[src/hdl/alb_pkg.sv]
// Shared types and constants for the activity LED blinker.
package alb_pkg;

	typedef enum logic [2:0] {
		ACT_TICK       = 3'd0,
		ACT_RADIO_TX   = 3'd1,
		ACT_RADIO_RX   = 3'd2,
		ACT_SERIAL     = 3'd3,
		ACT_RADIO_ON   = 3'd4,
		ACT_RADIO_OFF  = 3'd5,
		ACT_SET_STATUS = 3'd6
	} action_t;

	localparam logic [1:0] ST_UNENUM   = 2'd0;
	localparam logic [1:0] ST_INACTIVE = 2'd1;
	localparam logic [1:0] ST_READY    = 2'd2;

	localparam logic [1:0] REG_ACT_PERIOD  = 2'd0;
	localparam logic [1:0] REG_FAST_PERIOD = 2'd1;
	localparam logic [1:0] REG_SLOW_PERIOD = 2'd2;

	localparam logic [15:0] ACT_PERIOD_RST  = 16'd4;
	localparam logic [15:0] FAST_PERIOD_RST = 16'd15;
	localparam logic [15:0] SLOW_PERIOD_RST = 16'd41;

	typedef struct packed {
		logic [1:0] new_status;
		action_t    action;
	} item_t;

	// bit 0 rx, bit 1 tx, bit 2 serial, bit 3 status
	typedef struct packed {
		logic status;
		logic serial;
		logic tx;
		logic rx;
	} leds_t;

	typedef struct packed {
		logic        we;
		logic [1:0]  addr;
		logic [15:0] wdata;
	} cfg_wr_t;

endpackage

[src/hdl/alb_in_stage.sv]
// Input register stage: captures one item and holds it until the engine takes it.
module alb_in_stage (
	input  logic          clk,
	input  logic          arst_n,
	input  logic          s_tvalid,
	output logic          s_tready,
	input  logic [7:0]    s_tdata,   // [2:0] action, [4:3] new_status
	input  logic          advance,
	output logic          valid_s1,
	output alb_pkg::item_t item_s1
);
	import alb_pkg::*;

	always_comb begin
		s_tready = !valid_s1 || advance;
	end

	always_ff @(posedge clk or negedge arst_n) begin
		if (!arst_n) begin
			valid_s1 <= 1'b0;
		end else if (s_tready) begin
			valid_s1 <= s_tvalid;
		end
	end

	always_ff @(posedge clk) begin
		if (s_tvalid && s_tready) begin
			item_s1.action     <= action_t'(s_tdata[2:0]);
			item_s1.new_status <= s_tdata[4:3];
		end
	end

	assert property (@(posedge clk) disable iff (!arst_n)
		(valid_s1 && !advance) |=> valid_s1)
		else $error("held item dropped");

endmodule

[src/hdl/alb_engine.sv]
// Blinker state: counters, timers, status and the LED result register.
module alb_engine (
	input  logic            clk,
	input  logic            arst_n,
	input  alb_pkg::cfg_wr_t cfg,
	input  logic            fire,
	input  alb_pkg::item_t  item,
	output alb_pkg::leds_t  leds_q
);
	import alb_pkg::*;

	logic [15:0] act_period_q, fast_period_q, slow_period_q;
	logic [15:0] act_cd_q, stat_cd_q, act_cd_n, stat_cd_n;
	logic [2:0]  rx_q, tx_q, rx_n, tx_n, dec3;
	logic [3:0]  ser_q, ser_n, dec4;
	logic        radio_q, radio_n;
	logic [1:0]  dev_q, dev_n;
	leds_t       leds_n;

	always_ff @(posedge clk or negedge arst_n) begin
		if (!arst_n) begin
			act_period_q  <= ACT_PERIOD_RST;
			fast_period_q <= FAST_PERIOD_RST;
			slow_period_q <= SLOW_PERIOD_RST;
		end else if (cfg.we) begin
			case (cfg.addr)
				REG_ACT_PERIOD:  act_period_q  <= cfg.wdata;
				REG_FAST_PERIOD: fast_period_q <= cfg.wdata;
				REG_SLOW_PERIOD: slow_period_q <= cfg.wdata;
				default: ;
			endcase
		end
	end

	always_comb begin
		rx_n      = rx_q;
		tx_n      = tx_q;
		ser_n     = ser_q;
		radio_n   = radio_q;
		dev_n     = dev_q;
		act_cd_n  = act_cd_q;
		stat_cd_n = stat_cd_q;
		leds_n    = leds_q;
		dec3      = 3'd0;
		dec4      = 4'd0;
		case (item.action)
			ACT_TICK: begin
				if (stat_cd_q <= 16'd1) begin
					if (dev_q == ST_READY) begin
						leds_n.status = 1'b1;
					end else begin
						leds_n.status = !leds_q.status;
					end
					stat_cd_n = (dev_q == ST_INACTIVE) ? fast_period_q : slow_period_q;
				end else begin
					stat_cd_n = stat_cd_q - 16'd1;
				end
				if (act_cd_q <= 16'd1) begin
					if (rx_q != 3'd0) begin
						rx_n      = rx_q - 3'd1;
						leds_n.rx = rx_n[1];
					end else begin
						leds_n.rx = 1'b0;
					end
					if (tx_q != 3'd0) begin
						tx_n      = tx_q - 3'd1;
						leds_n.tx = tx_n[1];
					end else begin
						leds_n.tx = 1'b0;
					end
					if (ser_q != 4'd0) begin
						ser_n         = ser_q - 4'd1;
						leds_n.serial = ser_n[2];
					end else begin
						leds_n.serial = 1'b0;
					end
					act_cd_n = act_period_q;
				end else begin
					act_cd_n = act_cd_q - 16'd1;
				end
			end
			ACT_RADIO_TX: begin
				tx_n = tx_q | 3'd4;
				dec3 = tx_n - 3'd1;
				if (dec3[1]) begin
					leds_n.tx = 1'b1;
				end
			end
			ACT_RADIO_RX: begin
				rx_n = rx_q | 3'd4;
				dec3 = rx_n - 3'd1;
				if (dec3[1]) begin
					leds_n.rx = 1'b1;
				end
			end
			ACT_SERIAL, ACT_RADIO_ON: begin
				if (item.action == ACT_SERIAL || !radio_q) begin
					ser_n = ser_q | 4'd8;
					dec4  = ser_n - 4'd1;
					if (dec4[2]) begin
						leds_n.serial = 1'b1;
					end
				end
				if (item.action == ACT_RADIO_ON) begin
					radio_n = 1'b1;
				end
			end
			ACT_RADIO_OFF: begin
				radio_n = 1'b0;
			end
			ACT_SET_STATUS: begin
				dev_n = item.new_status;
			end
			default: ;
		endcase
	end

	always_ff @(posedge clk or negedge arst_n) begin
		if (!arst_n) begin
			rx_q      <= 3'd0;
			tx_q      <= 3'd0;
			ser_q     <= 4'd0;
			radio_q   <= 1'b0;
			dev_q     <= ST_UNENUM;
			act_cd_q  <= ACT_PERIOD_RST;
			stat_cd_q <= FAST_PERIOD_RST;
			leds_q    <= '0;
		end else if (fire) begin
			rx_q      <= rx_n;
			tx_q      <= tx_n;
			ser_q     <= ser_n;
			radio_q   <= radio_n;
			dev_q     <= dev_n;
			act_cd_q  <= act_cd_n;
			stat_cd_q <= stat_cd_n;
			leds_q    <= leds_n;
		end
	end

	assert property (@(posedge clk) disable iff (!arst_n)
		!fire |=> $stable(leds_q) && $stable(ser_q))
		else $error("state moved without an item");

	assert property (@(posedge clk) disable iff (!arst_n)
		(fire && item.action == ACT_TICK && act_cd_q > 16'd1)
		|=> act_cd_q == $past(act_cd_q) - 16'd1)
		else $error("activity timer did not count down");

	assert property (@(posedge clk) disable iff (!arst_n)
		(fire && item.action == ACT_TICK && act_cd_q <= 16'd1 && ser_q == 4'd0)
		|=> !leds_q.serial)
		else $error("idle serial LED left lit");

endmodule

[src/hdl/activity_led_blinker_unit.sv]
// Top level of the activity LED blinker.
//
//  channel | signals                               | item
//  --------+---------------------------------------+------------------------------
//  s_      | s_tvalid s_tready s_tdata[7:0]        | action, new_status
//  m_      | m_tvalid m_tready m_tdata[7:0]        | rx, tx, serial, status LEDs
//  cfg_    | cfg_valid cfg_ready cfg_addr cfg_wdata| period register write
//
// One item per cycle while the result is taken; an item passes the input
// register, then the state update into the result register.
// Reset clears all counters and LEDs and loads the timers with their default periods.
// A stalled result holds the engine; one more item waits in the input register.
// Period writes are always accepted and take effect at the next timer reload.
module activity_led_blinker_unit (
	input  logic        clk,
	input  logic        arst_n,
	input  logic        s_tvalid,
	output logic        s_tready,
	input  logic [7:0]  s_tdata,   // [2:0] action, [4:3] new_status, [7:5] zero
	output logic        m_tvalid,
	input  logic        m_tready,
	output logic [7:0]  m_tdata,   // [0] rx_led, [1] tx_led, [2] serial_led, [3] status_led
	input  logic        cfg_valid,
	output logic        cfg_ready,
	input  logic [1:0]  cfg_addr,
	input  logic [15:0] cfg_wdata
);
	import alb_pkg::*;

	logic    valid_s1, advance, fire, out_valid_q;
	item_t   item_s1;
	leds_t   leds;
	cfg_wr_t cfg;

	always_comb begin
		advance      = !out_valid_q || m_tready;
		fire         = valid_s1 && advance;
		cfg_ready    = 1'b1;
		cfg.we       = cfg_valid;
		cfg.addr     = cfg_addr;
		cfg.wdata    = cfg_wdata;
		m_tvalid     = out_valid_q;
		m_tdata      = {4'd0, leds};
	end

	alb_in_stage u_in (
		.clk      (clk),
		.arst_n   (arst_n),
		.s_tvalid (s_tvalid),
		.s_tready (s_tready),
		.s_tdata  (s_tdata),
		.advance  (advance),
		.valid_s1 (valid_s1),
		.item_s1  (item_s1)
	);

	alb_engine u_engine (
		.clk    (clk),
		.arst_n (arst_n),
		.cfg    (cfg),
		.fire   (fire),
		.item   (item_s1),
		.leds_q (leds)
	);

	always_ff @(posedge clk or negedge arst_n) begin
		if (!arst_n) begin
			out_valid_q <= 1'b0;
		end else if (advance) begin
			out_valid_q <= valid_s1;
		end
	end

	assert property (@(posedge clk) disable iff (!arst_n)
		!out_valid_q |-> s_tready)
		else $error("input stalled with empty output");

	assert property (@(posedge clk) disable iff (!arst_n)
		(s_tvalid && s_tready) |=> valid_s1)
		else $error("accepted item not registered");

	assert property (@(posedge clk) disable iff (!arst_n)
		fire |=> out_valid_q)
		else $error("processed item produced no result");

endmodule

[config.mk]
export PLATFORM = sky130hd
export DESIGN_NAME = activity_led_blinker_unit
export DESIGN_NICKNAME = d
export VERILOG_FILES = /design/src/hdl/alb_pkg.sv /design/src/hdl/alb_in_stage.sv /design/src/hdl/alb_engine.sv /design/src/hdl/activity_led_blinker_unit.sv
export SDC_FILE = /design/constraint.sdc
export NUM_CORES = 1
export LEC_CHECK = 0
export BUFFER_PORTS_ARGS = -buffer_cell sky130_fd_sc_hd__buf_2
export CAP_MARGIN = 20
export CORE_UTILIZATION = 28
export CTS_CLUSTER_DIAMETER = 60
export CTS_CLUSTER_SIZE = 16
export DETAILED_ROUTE_END_ITERATION = 12
export HOLD_SLACK_MARGIN = 0.06
export PLACE_DENSITY = 0.52
export SYNTH_ARGS = -nofsm -noshare
export SYNTH_HDL_FRONTEND = slang
export SYNTH_SLANG_ARGS = --single-unit
export TNS_END_PERCENT = 5
[constraint.sdc]
create_clock -name clk -period 4.1 [get_ports clk]
set_input_delay 1.025 -clock clk [delete_from_list [all_inputs] [get_ports clk]]
set_output_delay 1.025 -clock clk [all_outputs]
set_load 0.01 [all_outputs]
==> flow_summary_export.csv <==
group,metric,value,unit
detailed_routing,via_per_inst,5.132,
yosys,netlist_area,0.005283,mm²
timing,max_slew_margin,39.24,%
timing,final.setup_skew,0.009350,ns
yosys,ys.flop_type,"dfrtp_1",
global_route,grt_max_degree,57,
timing,hold_viol_final,0,
clocking,cts_hold_buf,0,
yosys,yosys_warnings,0,
final_layout,area_delta_synth_final,13.78,%
place,placedCellCount,710,
detailed_routing,drt_pass1_iterations,4,
place,gp_congestion,0.7783,
clocking,htreeDepth,3,
clocking,cts_sinks,104,
final_layout,final_cells,727,
timing,fin_crit,2.482,ns
power_and_ir_drop,power,3.488,mW
floorplan,die_h,139.4,µm
yosys,synth_top_area_share,40.74,%
yosys,syn_inst,460,
timing,slew_viol_final,0,
floorplan,rows,49,
timing,rsz0062_at_grt,"false",
yosys,seq_area_frac_synth,50.05,%
place,placed_cell_area,0.005692,mm²
yosys,synth_area_leaders,"dfrtp_1 41%, mux2_2 11%, dfstp_2 6.5%, mux2i_1 4.7%, edfxtp_1 2.8%",
clocking,clkTransAtPathRegs,0.06,ns
clocking,cts_tree,"done",
global_route,antenna_found_initial,0,
floorplan,initial_core_util,29.01,%
detailed_routing,drtIter0Drc,180,
setup_path,path_class,"input port to output pin",
timing,finalWorstSetupSlack,1.618,ns
place,pre_cts_ws,1.274,ns
clocking,ctsResizeCount,0,
timing,tightest_slew,0.9087,ns
power_and_ir_drop,p_leak,2.519,nW
final_layout,layout.cells.most_common_list,"86 x dfrtp_1, 53 x mux2_2, 33 x buf_2",
hold_path,hp-class,"flip-flop to flip-flop",
job,cap_viol_max_count,0,
yosys,ys_ff_latch,104,
power_and_ir_drop,p_per_area,580.3,mW/mm²
timing,fin_setup_tns,0,ns
global_route,top_usage_layer,"met2",
global_route,use_met1,16.89,%
global_route,grtUsageMet3,3.097,%
yosys,synth.avg_cell_area,11.48,µm²
final_layout,mostFrequentLayoutCell,"dfrtp_1",
detailed_routing,wl,11870,µm
detailed_routing,ant_nets,0,
timing,fin_hold_ws,0.4757,ns
setup_path,cp.required,3.07,ns
global_route,grt_pass1_vias,3765,
place,hpwl,8391,µm
outcome,status,"finished clean",
clocking,clkLatencyLatePin,0.36,ns
final_layout,stdcell_area,0.006011,mm²
detailed_routing,wl_per_cell,16.33,µm
detailed_routing,drc,0,
final_layout,diodes,0,
timing,period_share,60.53,%
setup_path,endpoint_kind,"output pin",
setup_path,path_max_fanout,3,
clocking,cts_buffers,9,
timing,setup_viol,0,
floorplan,coreArea,0.01821,mm²
global_route,grt_overflow,0,
final_layout,utilization,33.01,%
floorplan,die_area,0.01942,mm²
global_route,track_usage,13.08,%
floorplan,die_w,139.4,µm
clocking,cts_buffer_depth,2,
yosys,synthArstFlopShare,95.19,%
timing,fmax,403.0,MHz
global_route,grtUsageMet2,21.24,%
power_and_ir_drop,ir_drop,0.2464,mV
setup_path,arrival,1.46,ns
global_route,grt_pass1_wl,19720,µm
clocking,root_buffer,"clkbuf_16",
setup_path,setup.worst_path.start_class,"input port",
yosys,synth_edf_count,5,
yosys,yosys.area.top_type,"dfrtp_1",
place,io_buffer_count,33,
final_layout,drive_above_1_share,28.31,%
yosys,synthDistinctLibCells,68,
detailed_routing,vias,3731,
floorplan,io_pins,42,
clocking,postCtsSetupBuffers,0,
final_layout,nets,533,
==> metal layers <==
layer,wire (µm),up-vias
li1,-,1782
met1,5659,1873
met2,5686,61
met3,332,15
met4,196,0
met5,0,-
==> logic make-up (layout without fill, tap and decap cells) <==
group	count (synthesis)	in the layout	share of synthesized area, %
buffers and inverters	38	73	3.198
other	2	5	0.1422
AND/OR/NAND/NOR	128	128	14.87
flip-flops	104	104	50.05
AO/OA/AOI/OAI	94	94	12.29
multiplexers	79	79	16.32
XOR/XNOR	6	6	0.9948
adder cells (fa/ha/maj)	9	9	2.132
==> layout make-up <==
type                    instances  area (µm²)
clock buffers                  13       261.5
flip-flops and latches        104        2644
inverters                      16       60.06
fillers                      1817       12200
clock inverters                 3       42.54
repair buffers                 41       232.7
well taps                     229       286.5
multi-input cells             321        2484
==> path summary, 6_finish.rpt <==
path	startpoint	endpoint	slack (ns)	cells after the start
max	m_tready	s_tready	1.62	3
min	u_engine.rx_q[0]$_DFFE_PN0P_	u_engine.rx_q[0]$_DFFE_PN0P_	0.48	1
max reg2reg	u_in.item_s1[1]$_DFFE_PP_	u_engine.stat_cd_q[4]$_DFFE_PN0P_	1.65	5
min reg2reg	u_engine.rx_q[0]$_DFFE_PN0P_	u_engine.rx_q[0]$_DFFE_PN0P_	0.48	1
max in group asynchronous	arst_n	u_engine.leds_q[2]$_DFFE_PN0P_	2.59	2
min in group asynchronous	arst_n	u_engine.slow_period_q[6]$_DFFE_PN0P_	0.71	1
==> power by group <==
| group | total, mW | internal (mW) | switching, mW | leakage [nW] |
|---|---|---|---|---|
| logic | 1.04 | 0.472 | 0.572 | 1.14 |
| registers | 1.55 | 1.31 | 0.243 | 1.24 |
| clock network | 0.895 | 0.511 | 0.384 | 0.145 |
==> cells in the mapped netlist, drive strengths merged, types with 3 or more instances <==
cell type	count
nor2	29
clkbuf	11
buf	11
a211oi	3
edfxtp	5
a21oi	18
a22oi	5
o21ai	26
xnor2	4
nand4	6
nand2b	5
mux2	54
nor2b	4
nand3b	4
nor3	16
a31oi	5
o22a	5
nor4	8
nand4b	3
ha	9
dfrtp	86
or3	7
and2	3
or4	7
inv	16
nand3	9
o211ai	3
mux2i	25
nand2	20
dfstp	13
o41ai	5
a41oi	3
a22o	3
o31ai	4
==> state kept, by name, indices dropped and copies added, names as in the netlist, 4 cells and up <==
name                    count
u_engine.leds_q             4
u_engine.act_cd_q          16
u_engine.slow_period_q     16
u_engine.ser_q              4
u_engine.act_period_q      16
u_engine.stat_cd_q         16
u_in.item_s1                5
u_engine.fast_period_q     16
==> critical path, cell delays in order <==
cell and delay [ns]:
buf_2 0.10, nand3b_1 0.17, buf_2 0.16
Note: power is estimated with default switching activity, not from simulation.
